===== src/rtl/core/hci_pkg.sv =====
`timescale 1ns / 1ps
// ----------------------------------------------------------------------------
// HCI classifier package
// Packet type codes, class codes, event codes and controller interface types.
// ----------------------------------------------------------------------------
package hci_pkg;

	localparam logic [7:0] PT_COMMAND   = 8'h01;
	localparam logic [7:0] PT_ACL       = 8'h02;
	localparam logic [7:0] PT_SCO       = 8'h03;
	localparam logic [7:0] PT_EVENT     = 8'h04;
	localparam logic [7:0] PT_ESCO_LO   = 8'h08;
	localparam logic [7:0] PT_ESCO_HI   = 8'h0B;

	localparam logic [7:0] EV_CONN_DONE = 8'h03;
	localparam logic [7:0] EV_DISCONN   = 8'h05;
	localparam logic [7:0] EV_LE_META   = 8'h3E;
	localparam logic [7:0] LE_ADV_RPT   = 8'h02;

	localparam logic [15:0] HANDLE_MASK = 16'h0FFF;

	localparam logic [3:0] CLS_IGNORED    = 4'd0;
	localparam logic [3:0] CLS_EVENT      = 4'd1;
	localparam logic [3:0] CLS_CONNECT    = 4'd2;
	localparam logic [3:0] CLS_DISCONNECT = 4'd3;
	localparam logic [3:0] CLS_ADVERT     = 4'd4;
	localparam logic [3:0] CLS_ACL        = 4'd5;
	localparam logic [3:0] CLS_SCO        = 4'd6;
	localparam logic [3:0] CLS_ESCO       = 4'd7;
	localparam logic [3:0] CLS_COMMAND    = 4'd8;
	localparam logic [3:0] CLS_OTHER      = 4'd9;

	// controller -> datapath
	typedef struct packed {
		logic load;       // capture request and classify
		logic scan_start; // zero scan index
		logic scan_step;  // advance scan index
		logic append;     // write new table entry
		logic update;     // write back hit entry
		logic finish;     // latch results into output register
	} dp_cmd_t;

	// datapath -> controller
	typedef struct packed {
		logic is_data;    // item needs a table scan
		logic is_connect; // item appends an entry
		logic scan_done;  // scan index reached fill count
		logic match;      // entry at scan index matches
	} dp_stat_t;

endpackage


===== src/rtl/core/hci_ctrl.sv =====
`timescale 1ns / 1ps
// ----------------------------------------------------------------------------
// HCI classifier controller
// Sequences request capture, table scan or append, and result delivery.
// ----------------------------------------------------------------------------
module hci_ctrl
	import hci_pkg::*;
(
	input  logic     clk,
	input  logic     arst_n,
	input  logic     in_valid,
	output logic     in_stall,
	output logic     out_valid,
	input  logic     out_stall,
	input  dp_stat_t stat,
	output dp_cmd_t  cmd
);

	typedef enum logic [5:0] {
		S_IDLE   = 6'b000001,
		S_DECIDE = 6'b000010,
		S_SCAN   = 6'b000100,
		S_UPDATE = 6'b001000,
		S_FINISH = 6'b010000,
		S_WAIT   = 6'b100000
	} state_t;

	state_t state_q;
	logic out_valid_q;

	assign out_valid = out_valid_q;
	// a finished result may sit in the output register while a new request runs
	assign in_stall = state_q != S_IDLE;

	always_comb begin
		cmd = '0;
		unique case (state_q)
			S_IDLE: cmd.load = in_valid;
			S_DECIDE: begin
				cmd.scan_start = 1'b1;
				cmd.append = stat.is_connect;
			end
			S_SCAN: cmd.scan_step = !stat.match;
			S_UPDATE: cmd.update = 1'b1;
			S_FINISH: cmd.finish = !out_valid_q || !out_stall;
			S_WAIT: ;
			default: ;
		endcase
	end

	always_ff @(posedge clk or negedge arst_n) begin
		if (!arst_n) begin
			state_q <= S_IDLE;
			out_valid_q <= 1'b0;
		end else begin
			if (state_q == S_FINISH && cmd.finish)
				out_valid_q <= 1'b1;
			else if (!out_stall)
				out_valid_q <= 1'b0;
			unique case (state_q)
				S_IDLE: if (in_valid) state_q <= S_DECIDE;
				S_DECIDE: state_q <= stat.is_data ? S_SCAN : S_FINISH;
				S_SCAN: begin
					if (stat.match) state_q <= S_UPDATE;
					else if (stat.scan_done) state_q <= S_FINISH;
				end
				S_UPDATE: state_q <= S_FINISH;
				S_FINISH: begin
					if (cmd.finish)
						state_q <= S_IDLE;
				end
				S_WAIT: state_q <= S_IDLE;
				default: state_q <= S_IDLE;
			endcase
		end
	end

endmodule


===== config.mk =====
export PLATFORM = sky130hd
export DESIGN_NAME = hci_ctrl
export DESIGN_NICKNAME = d
export VERILOG_FILES = /design/src/rtl/core/hci_pkg.sv /design/src/rtl/core/hci_ctrl.sv
export SDC_FILE = /design/constraint.sdc
export NUM_CORES = 1
export LEC_CHECK = 0
export BUFFER_PORTS_ARGS = -buffer_cell sky130_fd_sc_hd__clkbuf_2
export CORE_AREA = 2 2 39 41
export DETAILED_ROUTE_END_ITERATION = 16
export DIE_AREA = 0 0 41 43
export GPL_ROUTABILITY_DRIVEN = 0
export PLACE_DENSITY = 0.57
export SYNTH_ARGS = -nofsm -noshare
export SYNTH_HDL_FRONTEND = slang
export SYNTH_SLANG_ARGS = --single-unit

===== constraint.sdc =====
create_clock -name clk -period 1.08 [get_ports clk]
set_input_delay 0.054 -clock clk [delete_from_list [all_inputs] [get_ports clk]]
set_output_delay 0.054 -clock clk [all_outputs]
set_load 0.05 [all_outputs]

==> impl_metrics.sql, run 1 <==
INSERT INTO impl_metrics (metric_group, metric, value, unit) VALUES
('route', 'avgViaCountPerCell', '4.59', ''),
('timing', 'finalSetupViolations', '12', ''),
('die', 'die_h', '43', 'um'),
('synthesis', 'synth_async_sr_flop_share', '1.00', ''),
('placement', 'dp_worst_setup_slack', '-0.250', 'ns'),
('route', 'routed_wire_length_per_instance', '12.9', 'um'),
('route', 'ant_nets', '0', ''),
('clock_tree', 'clkTransAtPathRegs', '0.05', 'ns'),
('synthesis', 'synth_sequential_area_ratio', '0.425', ''),
('synthesis', 'netlist-cell-type-count', '25', ''),
('clock_tree', 'clock_tree_from_tritoncts', 'done', ''),
('synthesis', 'mappedNetlistNets', '46', ''),
('timing', 'final_slew_violations', '0', ''),
('power', 'power_per_cell_area', '2110', 'nW/um2'),
('die', 'floorplan.die_area', '1760', 'um2'),
('setup_path', 'cp.required', '1.03', 'ns'),
('global_routing', 'grt_pass1_wl', '2020', 'um'),
('timing', 'actual_transition_at_the_worst_max_transition_pin', '0.292', 'ns'),
('setup_path', 'worstSetupEndpointType', 'primary output', ''),
('outcome', 'status', 'finished with violations', ''),
('timing', 'timing.max_slew.rel_slack', '0.804', ''),
('route', 'detailed_routing_iterations_pass_1', '4', ''),
('layout', 'layout.cells.most_common_list', 'buf_4, clkbuf_2, clkbuf_4, buf_6, dfrtp_2', ''),
('synthesis', 'post-synth-top-area-cell', 'dfrtp_1', ''),
('power', 'leak_pwr', '0.399', 'nW'),
('job', 'maxCapViolations', '0', ''),
('clock_tree', 'cts_made_buffers', '3', ''),
('timing', 'finalWorstPathRequiredPeriod', '1.57', 'ns'),
('die', 'effective_utilization_at_floorplan', '0.258', ''),
('synthesis', 'synth_area_per_inst', '9.38', 'um2'),
('global_routing', 'antenna_violations_before_repair', '0', ''),
('synthesis', 'synthTopCellsByArea', 'dfrtp_1, dfstp_2, nor2b_1', ''),
('synthesis', 'synth.cell_area', '357', 'um2'),
('timing', 'final_cycle_share', '1.45', ''),
('route', 'drt_drc_violations_left', '0', ''),
('die', 'core.rowCount', '14', ''),
('clock_tree', 'htreeDepth', '1', ''),
('layout', 'fin_nets', '89', ''),
('timing', 'finalHoldViolations', '0', ''),
('synthesis', 'ys.flop_type', 'dfrtp_1', ''),
('layout', 'area_growth', '134', '%'),
('outcome', 'failed_checks', 'setup timing', ''),
('die', 'chipWidth', '41', 'um'),
('route', 'drtIter0Drc', '12', ''),
('die', 'ioPinCount', '16', ''),
('timing', 'fmax', '0.638', 'GHz'),
('synthesis', 'synth-edff-count', '0', ''),
('placement', 'io_buffer_count', '15', ''),
('hold_path', 'hold_path.class', 'in2reg', ''),
('synthesis', 'ys_seq_elements', '6', ''),
('clock_tree', 'sinks_on_clock_net', '6', ''),
('clock_tree', 'cts-root-to-sink-buffers', '2', ''),
('clock_tree', 'root_buffer_master', 'clkbuf_4', ''),
('setup_path', 'worstPathArrival', '1.51', 'ns'),
('timing', 'fin_worst_skew', '0.00237', 'ns'),
('timing', 'setup_ws', '-0.486', 'ns'),
('setup_path', 'critPathKind', 'reg2out', ''),
('die', 'placeableCoreArea', '1380', 'um2'),
('setup_path', 'start_kind', 'flip-flop', ''),
('global_routing', 'gr-total-overflow', '0', ''),
('layout', 'n_fill_cell', '124', ''),
('setup_path', 'crit_fanout', '3', ''),
('global_routing', 'first_global_vias', '471', ''),
('layout', 'utilization', '0.602', ''),
('route', 'routed_wl', '1240', 'um'),
('synthesis', 'yosysWarnings', '0', ''),
('power', 'vdd.ir_drop.worst', '968', 'uV'),
('synthesis', 'postSynthCellCount', '38', ''),
('layout', 'layout-drive-gt1-share', '0.750', ''),
('global_routing', 'grtUsageTotal', '0.174', ''),
('synthesis', 'post-synth-top-area-fraction', '0.351', ''),
('layout', 'mostFrequentLayoutCell', 'buf_4', ''),
('route', 'vias', '441', ''),
('layout', 'num_antenna_cells', '0', ''),
('clock_tree', 'clk-insertion-delay-late', '0.25', 'ns'),
('timing', 'rsz0062_at_grt', 'true', ''),
('placement', 'place.detailed.hpwl', '860', 'um'),
('global_routing', 'grt_start_max_net_pins', '7', '');
==> layout make-up <==
class | instances | area, um2 | area share
sequential | 6 | 155 | 0.186
inverter | 2 | 11.3 | 0.0135
clock buffer | 4 | 26.3 | 0.0315
timing repair buffer | 38 | 342 | 0.410
multi-input combinational | 30 | 279 | 0.335
tap | 16 | 20.0 | 0.0240
==> what timing repair did <==
action,4_1_cts,5_1_grt
hold endpoints to repair,7,0
gates resized for setup,11,15
endpoints found under the setup margin,12,13
hold buffers,2,0
setup buffers,3,6
pin swaps,2,4
gates cloned,0,0
==> state kept, by name, indices dropped and copies added (netlist names) <==
signal,flops
state_q,5
out_valid,1
==> cells in the mapped netlist, types with 2 or more instances <==
library cell,instances
and3_1,2
nor2_1,3
nand2b_1,2
nand2_1,2
nor3_1,2
inv_1,2
dfrtp_1,5
nor2b_1,3
==> worst paths after layout <==
check	start	endpoint	slack, ns	cells after the start
max	state_q[1]	in_stall	-0.49	4
min	out_stall	state_q[0]	0.02	2
max reg2reg	state_q[4]	state_q[4]	-0.25	4
min reg2reg	out_valid	state_q[0]	0.51	1
max in group asynchronous	arst_n	state_q[0]	0.68	2
min in group asynchronous	arst_n	state_q[1]	0.17	2
==> through the flow <==
step           hold WS [ns]  setup TNS (ns)  cells  total power, W  instance area (um2)
5_1_grt              0.0190           -4.24     96         0.00186                  833
2_1_floorplan        -0.242           -1.09     38        0.000814                  400
3_5_place_dp         -0.105           -1.89     81         0.00115                  616
3_3_place_gp         -0.106           -1.75     81         0.00113                  616
6_report             0.0206           -3.58     96         0.00176                  833
4_1_cts              0.0157           -3.81     90         0.00159                  744
==> per-layer routing <==
layer	wire length [um]	global-route usage	up-vias
li1	-	-	223
met1	469	0.182	206
met2	702	0.300	10
met3	40	0.0471	2
met4	22	0.0800	0
met5	0	0	-
==> where the power goes <==
part / internal (W) / leakage (nW) / total, W / switching (W)
clock: 0.000141 / 0.0150 / 0.000234 / 0.0000928
combinational: 0.000640 / 0.310 / 0.00117 / 0.000526
sequential: 0.000285 / 0.0741 / 0.000357 / 0.0000716
total: 0.00107 / 0.399 / 0.00176 / 0.000691
==> critical path, cell delays in order (launching register included) <==
cell and delay, ns:
dfrtp_1 0.41, buf_6 0.13, nand2b_4 0.13, or4_4 0.42, buf_8 0.16
==> cell families (layout without fill, tap and decap cells) <==
kind of cell / Yosys count / in the layout / synth area share
AND/OR/NAND/NOR: 23 / 23 / 0.393
AO/OA/AOI/OAI: 7 / 7 / 0.161
buffers and inverters: 2 / 44 / 0.0211
flip-flops: 6 / 6 / 0.425
No activity file was read; power rests on OpenSTA's default activity.
==> run 2: changes to the inputs <==
Settings changed: SKIP_CTS_REPAIR_TIMING from default to 1.
==> run 2 against run 1 <==
Net effect:
- the run still ends with setup timing left
- register-to-register slack got worse by 0.06 ns
- via count decreased by 2.7%
- sequential share of layout area increased by 1.1 points
- global-route usage decreased by 1.7 points
- routed wire length decreased by 2.0%
- sequential power about the same
- first-iteration DRC count decreased by 83%
- critical path type unchanged
- critical endpoint unchanged
- largest cell class unchanged
==> impl_metrics.sql, run 2 (synthesis gave the netlist of run 1 again) <==
INSERT INTO impl_metrics (metric_group, metric, value, unit) VALUES
('placement', 'dp_worst_setup_slack', '-0.250', 'ns'),
('clock_tree', 'sinks_on_clock_net', '6', ''),
('die', 'effective_utilization_at_floorplan', '0.258', ''),
('setup_path', 'crit_fanout', '3', ''),
('route', 'ant_nets', '0', ''),
('timing', 'final.setup.tns', '-3.41', 'ns'),
('route', 'vias', '429', ''),
('layout', 'num_antenna_cells', '0', ''),
('power', 'comb_power_share', '0.644', ''),
('route', 'drtIter0Drc', '2', ''),
('power', 'power_switching_share', '0.402', ''),
('clock_tree', 'clock_tree_from_tritoncts', 'done', ''),
('clock_tree', 'cts-root-to-sink-buffers', '2', ''),
('route', 'routed_wire_length_per_instance', '13.3', 'um'),
('global_routing', 'grt_start_max_net_pins', '7', ''),
('die', 'die_h', '43', 'um'),
('timing', 'finalWorstPathRequiredPeriod', '1.55', 'ns'),
('job', 'maxCapViolations', '0', ''),
('setup_path', 'cp.required', '1.03', 'ns'),
('timing', 'rsz0062_at_grt', 'true', ''),
('die', 'core.rowCount', '14', ''),
('global_routing', 'grtUsageTotal', '0.157', ''),
('power', 'clock_power_share', '0.140', ''),
('power', 'totalPowerFinal', '0.00165', 'W'),
('hold_path', 'hold_path.class', 'in2reg', ''),
('global_routing', 'first_global_vias', '405', ''),
('route', 'avgViaCountPerCell', '4.71', ''),
('power', 'vdd.ir_drop.worst', '815', 'uV'),
('power', 'net-switching-power', '0.000664', 'W'),
('layout', 'largest-register', 'state_q', ''),
('outcome', 'status', 'finished with violations', ''),
('layout', 'area_growth', '121', '%'),
('route', 'detailed_routing_iterations_pass_1', '4', ''),
('timing', 'final_slew_violations', '0', ''),
('placement', 'place.detailed.hpwl', '860', 'um'),
('global_routing', 'gr-total-overflow', '0', ''),
('route', 'drt_drc_violations_left', '0', ''),
('clock_tree', 'clkTransAtPathRegs', '0.05', 'ns'),
('timing', 'fin_worst_skew', '0.00165', 'ns'),
('timing', 'actual_transition_at_the_worst_max_transition_pin', '0.306', 'ns'),
('layout', 'mostFrequentLayoutCell', 'buf_4', ''),
('layout', 'layout.cells.most_common_list', 'buf_4, clkbuf_2, buf_6, clkbuf_4, dfrtp_2', ''),
('clock_tree', 'htreeDepth', '1', ''),
('power', 'sequentialPowerShare', '0.216', ''),
('clock_tree', 'root_buffer_master', 'clkbuf_4', ''),
('power', 'intPower', '0.000988', 'W'),
('setup_path', 'worstPathArrival', '1.50', 'ns'),
('timing', 'final_cycle_share', '1.44', ''),
('die', 'ioPinCount', '16', ''),
('clock_tree', 'clk-insertion-delay-late', '0.25', 'ns'),
('power', 'leak_pwr', '0.374', 'nW'),
('die', 'floorplan.die_area', '1760', 'um2'),
('power', 'power_per_cell_area', '2100', 'nW/um2'),
('layout', 'fin_nets', '84', ''),
('timing', 'fmax', '0.643', 'GHz'),
('timing', 'finalSetupViolations', '11', ''),
('outcome', 'failed_checks', 'setup timing', ''),
('route', 'routed_wl', '1210', 'um'),
('setup_path', 'start_kind', 'flip-flop', ''),
('setup_path', 'worstSetupEndpointType', 'primary output', ''),
('timing', 'finalHoldViolations', '0', ''),
('layout', 'utilization', '0.570', ''),
('global_routing', 'antenna_violations_before_repair', '0', ''),
('global_routing', 'grt_pass1_wl', '1790', 'um'),
('die', 'placeableCoreArea', '1380', 'um2'),
('placement', 'io_buffer_count', '15', ''),
('setup_path', 'critPathKind', 'reg2out', ''),
('layout', 'largest_reg_flops', '5', ''),
('timing', 'setup_ws', '-0.475', 'ns'),
('clock_tree', 'cts_made_buffers', '3', ''),
('timing', 'timing.max_slew.rel_slack', '0.794', ''),
('die', 'chipWidth', '41', 'um'),
('layout', 'layout-drive-gt1-share', '0.760', '');
## run 2: final timing paths
path                            start    endpoint  slack (ns)  depth (start not counted)
max                        state_q[1]    in_stall       -0.47                          4
min                         out_stall  state_q[0]        0.02                          2
max reg2reg                state_q[1]  state_q[4]       -0.31                          7
min reg2reg                 out_valid  state_q[0]        0.51                          1
max in group asynchronous      arst_n  state_q[0]        0.67                          2
min in group asynchronous      arst_n  state_q[1]        0.18                          2
## run 2: area by class of cell
| type | instances | area, um2 |
|---|---|---|
| multi-input combinational | 30 | 280 |
| inverter | 2 | 11.3 |
| clock buffer | 4 | 26.3 |
| timing repair buffer | 33 | 295 |
| tap | 16 | 20.0 |
| sequential | 6 | 155 |
| fill | 126 | 596 |
## run 2: per-layer routing
layer / track usage / routed length [um]
met4: 0.0800 / 26
met3: 0.0471 / 41
met1: 0.182 / 448
met5: 0 / 0
met2: 0.247 / 693
## run 2: worst max-delay path, cell delays in order (launching register included)
cell	delay [ns]
dfrtp_1	0.41
buf_6	0.13
nand2b_4	0.13
or4_4	0.42
buf_8	0.16
## run 2: through the flow
step,cell area [um2],cells,hold slack [ns]
after floorplan,400,38,-0.242
after detailed placement,616,81,-0.105
after global routing,788,91,0.0190
final,788,91,0.0206
after global placement,616,81,-0.106
after CTS,642,85,-0.369
## run 2: power groups by stage
stage,logic [W],registers [W],clock network [W]
2_1_floorplan,0.000449,0.000365,0
4_1_cts,0.000807,0.000344,0.000240
3_3_place_gp,0.000791,0.000342,0
3_5_place_dp,0.000800,0.000346,0
5_1_grt,0.00113,0.000368,0.000260
6_report,0.00106,0.000358,0.000231
==> run 3: changes to the inputs <==
Settings changed: ABC_AREA from default to 1, PLACE_DENSITY 0.57 to 0.62.
==> run 3 against run 2 <==
Net effect:
- the run still ends with setup timing left
- count of clock-buffer cells in the layout unchanged
- setup slack better by 0.13 ns
- worst hold slack better by 0.016 ns
- clock skew rose by 0.0067 ns
- register-to-register slack improved by 0.13 ns
- critical path type unchanged
- largest power group unchanged
==> impl_metrics.sql, run 3 <==
INSERT INTO impl_metrics (metric_group, metric, value, unit) VALUES
('layout', 'layout-drive-gt1-share', '0.570', ''),
('route', 'ant_nets', '0', ''),
('setup_path', 'reg2reg_from', 'state_q[2]', ''),
('die', 'core.rowCount', '14', ''),
('timing', 'rsz0062_at_grt', 'true', ''),
('layout', 'mostFrequentLayoutCell', 'nand2_1', ''),
('hold_path', 'depth_of_the_worst_hold_timing_path', '3', ''),
('layout', 'area_growth', '80.4', '%'),
('timing', 'fin_worst_skew', '0.00835', 'ns'),
('hold_path', 'worst_hold_startpoint', 'stat[3]', ''),
('route', 'vias', '491', ''),
('timing', 'final_cycle_share', '1.32', ''),
('layout', 'num_antenna_cells', '0', ''),
('synthesis', 'mappedNetlistNets', '70', ''),
('timing', 'final_slew_violations', '0', ''),
('clock_tree', 'cts_made_buffers', '3', ''),
('power', 'totalPowerFinal', '0.00163', 'W'),
('power', 'leak_pwr', '0.396', 'nW'),
('die', 'placeableCoreArea', '1380', 'um2'),
('global_routing', 'gr-total-overflow', '0', ''),
('layout', 'fin_nets', '102', ''),
('synthesis', 'synth_commonest_cells', 'inv_1, nand2_1, nor2_1', ''),
('synthesis', 'synth-edff-count', '0', ''),
('route', 'drt_drc_violations_left', '0', ''),
('hold_path', 'hold_end', 'state_q[2]', ''),
('route', 'routed_wl', '1160', 'um'),
('synthesis', 'ys_seq_elements', '6', ''),
('die', 'floorplan.die_area', '1760', 'um2'),
('timing', 'actual_transition_at_the_worst_max_transition_pin', '0.273', 'ns'),
('clock_tree', 'clock_tree_from_tritoncts', 'done', ''),
('route', 'drtIter0Drc', '14', ''),
('hold_path', 'hold_path.class', 'in2reg', ''),
('placement', 'place.detailed.hpwl', '760', 'um'),
('global_routing', 'grt_pass1_wl', '1500', 'um'),
('clock_tree', 'htreeDepth', '1', ''),
('synthesis', 'synthTopCellsByArea', 'dfrtp_1, inv_1, nand2_1', ''),
('route', 'avgViaCountPerCell', '4.50', ''),
('synthesis', 'yosysWarnings', '0', ''),
('synthesis', 'post-synth-top-area-fraction', '0.301', ''),
('setup_path', 'ff2ff_path_depth', '7', ''),
('synthesis', 'post-synth-top-area-cell', 'dfrtp_1', ''),
('setup_path', 'worstSetupEndpointType', 'primary output', ''),
('route', 'detailed_routing_iterations_pass_1', '4', ''),
('power', 'vdd.ir_drop.worst', '1590', 'uV'),
('timing', 'fmax', '0.702', 'GHz'),
('die', 'die_h', '43', 'um'),
('synthesis', 'synth_sequential_area_ratio', '0.364', ''),
('setup_path', 'start_kind', 'flip-flop', ''),
('placement', 'io_buffer_count', '15', ''),
('clock_tree', 'cts-root-to-sink-buffers', '2', ''),
('die', 'chipWidth', '41', 'um'),
('global_routing', 'antenna_violations_before_repair', '0', ''),
('synthesis', 'yosys.cell_count.top_type', 'inv_1', ''),
('outcome', 'failed_checks', 'setup timing', ''),
('setup_path', 'rrSetupSlack', '-0.18', 'ns'),
('timing', 'finalWorstPathRequiredPeriod', '1.42', 'ns'),
('setup_path', 'worst_r2r_endpoint', 'state_q[4]', ''),
('synthesis', 'postSynthCellCount', '62', ''),
('timing', 'timing.max_slew.rel_slack', '0.819', ''),
('setup_path', 'worstPathArrival', '1.37', 'ns'),
('route', 'routed_wire_length_per_instance', '10.6', 'um'),
('layout', 'largest-register', 'state_q', ''),
('setup_path', 'crit_fanout', '5', ''),
('power', 'power_per_cell_area', '2180', 'nW/um2'),
('global_routing', 'first_global_vias', '396', ''),
('synthesis', 'ys.flop_type', 'dfrtp_1', ''),
('setup_path', 'cp.required', '1.03', 'ns'),
('global_routing', 'grtUsageTotal', '0.123', ''),
('timing', 'setup_ws', '-0.345', 'ns'),
('clock_tree', 'clkTransAtPathRegs', '0.05', 'ns'),
('clock_tree', 'sinks_on_clock_net', '6', ''),
('die', 'effective_utilization_at_floorplan', '0.300', ''),
('layout', 'layout.cells.most_common_list', 'nand2_1, buf_4, inv_1, nor2_4, clkbuf_2', ''),
('layout', 'largest_reg_flops', '5', ''),
('die', 'ioPinCount', '16', ''),
('job', 'maxCapViolations', '0', ''),
('outcome', 'status', 'finished with violations', ''),
('clock_tree', 'root_buffer_master', 'clkbuf_4', ''),
('clock_tree', 'clk-insertion-delay-late', '0.24', 'ns'),
('synthesis', 'netlist-cell-type-count', '14', ''),
('synthesis', 'synth_area_per_inst', '6.70', 'um2'),
('timing', 'hold_slack', '0.0367', 'ns'),
('timing', 'finalSetupViolations', '11', ''),
('synthesis', 'synth.cell_area', '415', 'um2'),
('setup_path', 'critPathKind', 'reg2out', ''),
('global_routing', 'grt_start_max_net_pins', '7', ''),
('timing', 'finalHoldViolations', '0', ''),
('synthesis', 'synth_async_sr_flop_share', '1.00', '');
run 3: changes by cell type after synthesis, sizes merged, moves of 2 or more:
cell	change
nand2b	-2
nor4	-2
nor2b	-3
nor2	+13
nor3	-2
and3	-3
nand4	+3
nand2	+12
inv	+14
and2	-2
nand3	+4
run 3: logic make-up (layout without fill, tap and decap cells):
logic type             after synthesis  in the layout  share of synthesized area
AO/OA/AOI/OAI                        2              2                     0.0241
buffers and inverters               16             47                      0.145
flip-flops                           6              6                      0.364
AND/OR/NAND/NOR                     38             38                      0.467
run 3: final cells by class:
type                            instances  area (um2)
Sequential cell                         6         153
Multi-Input combinational cell         40         255
Clock buffer                            4        26.3
Fill cell                             132         634
Inverter                               16        63.8
Timing Repair Buffer                   27         231
Tap cell                               16        20.0
run 3: how the worst max path moves through the flow:
stage / from / endpoint / slack (ns)
floorplan: state_q[3] / cmd[2] / -0.31
detailed placement: state_q[3] / cmd[2] / -0.18
finish: state_q[2] / cmd[5] / -0.34
global placement: state_q[3] / cmd[5] / -0.17
global route: state_q[2] / cmd[5] / -0.41
CTS: state_q[3] / cmd[2] / -0.45
run 3: where the power goes:
group / internal (W) / switching (W)
combinational: 0.000422 / 0.000632
sequential: 0.000292 / 0.0000648
clock: 0.000140 / 0.0000842
total: 0.000854 / 0.000781
run 3: worst max-delay path, cell delays in order, from the launching register on:
cell and delay [ns]:
dfrtp_2 0.44, nor2_4 0.18, nand2_1 0.08, nor2_2 0.11
inv_2 0.08, nor2_4 0.08, buf_6 0.16
run 3: through the flow:
stage,utilization,std cells,setup TNS (ns),area (um2),worst slack [ns]
floorplan,-,62,-1.01,452,-0.311
global placement,0.433,98,-0.861,599,-0.169
detailed placement,0.433,98,-0.915,599,-0.181
CTS,0.452,102,-2.79,626,-0.453
global route,0.542,109,-3.16,749,-0.408
finish,0.542,109,-2.45,749,-0.345
run 3: metal layers:
layer | routed length, um | global-route usage | vias up
met4 | 14 | 0.0600 | 0
met2 | 638 | 0.191 | 19
met5 | 0 | 0 | -
met1 | 437 | 0.161 | 224
met3 | 68 | 0.0157 | 2
li1 | - | - | 246
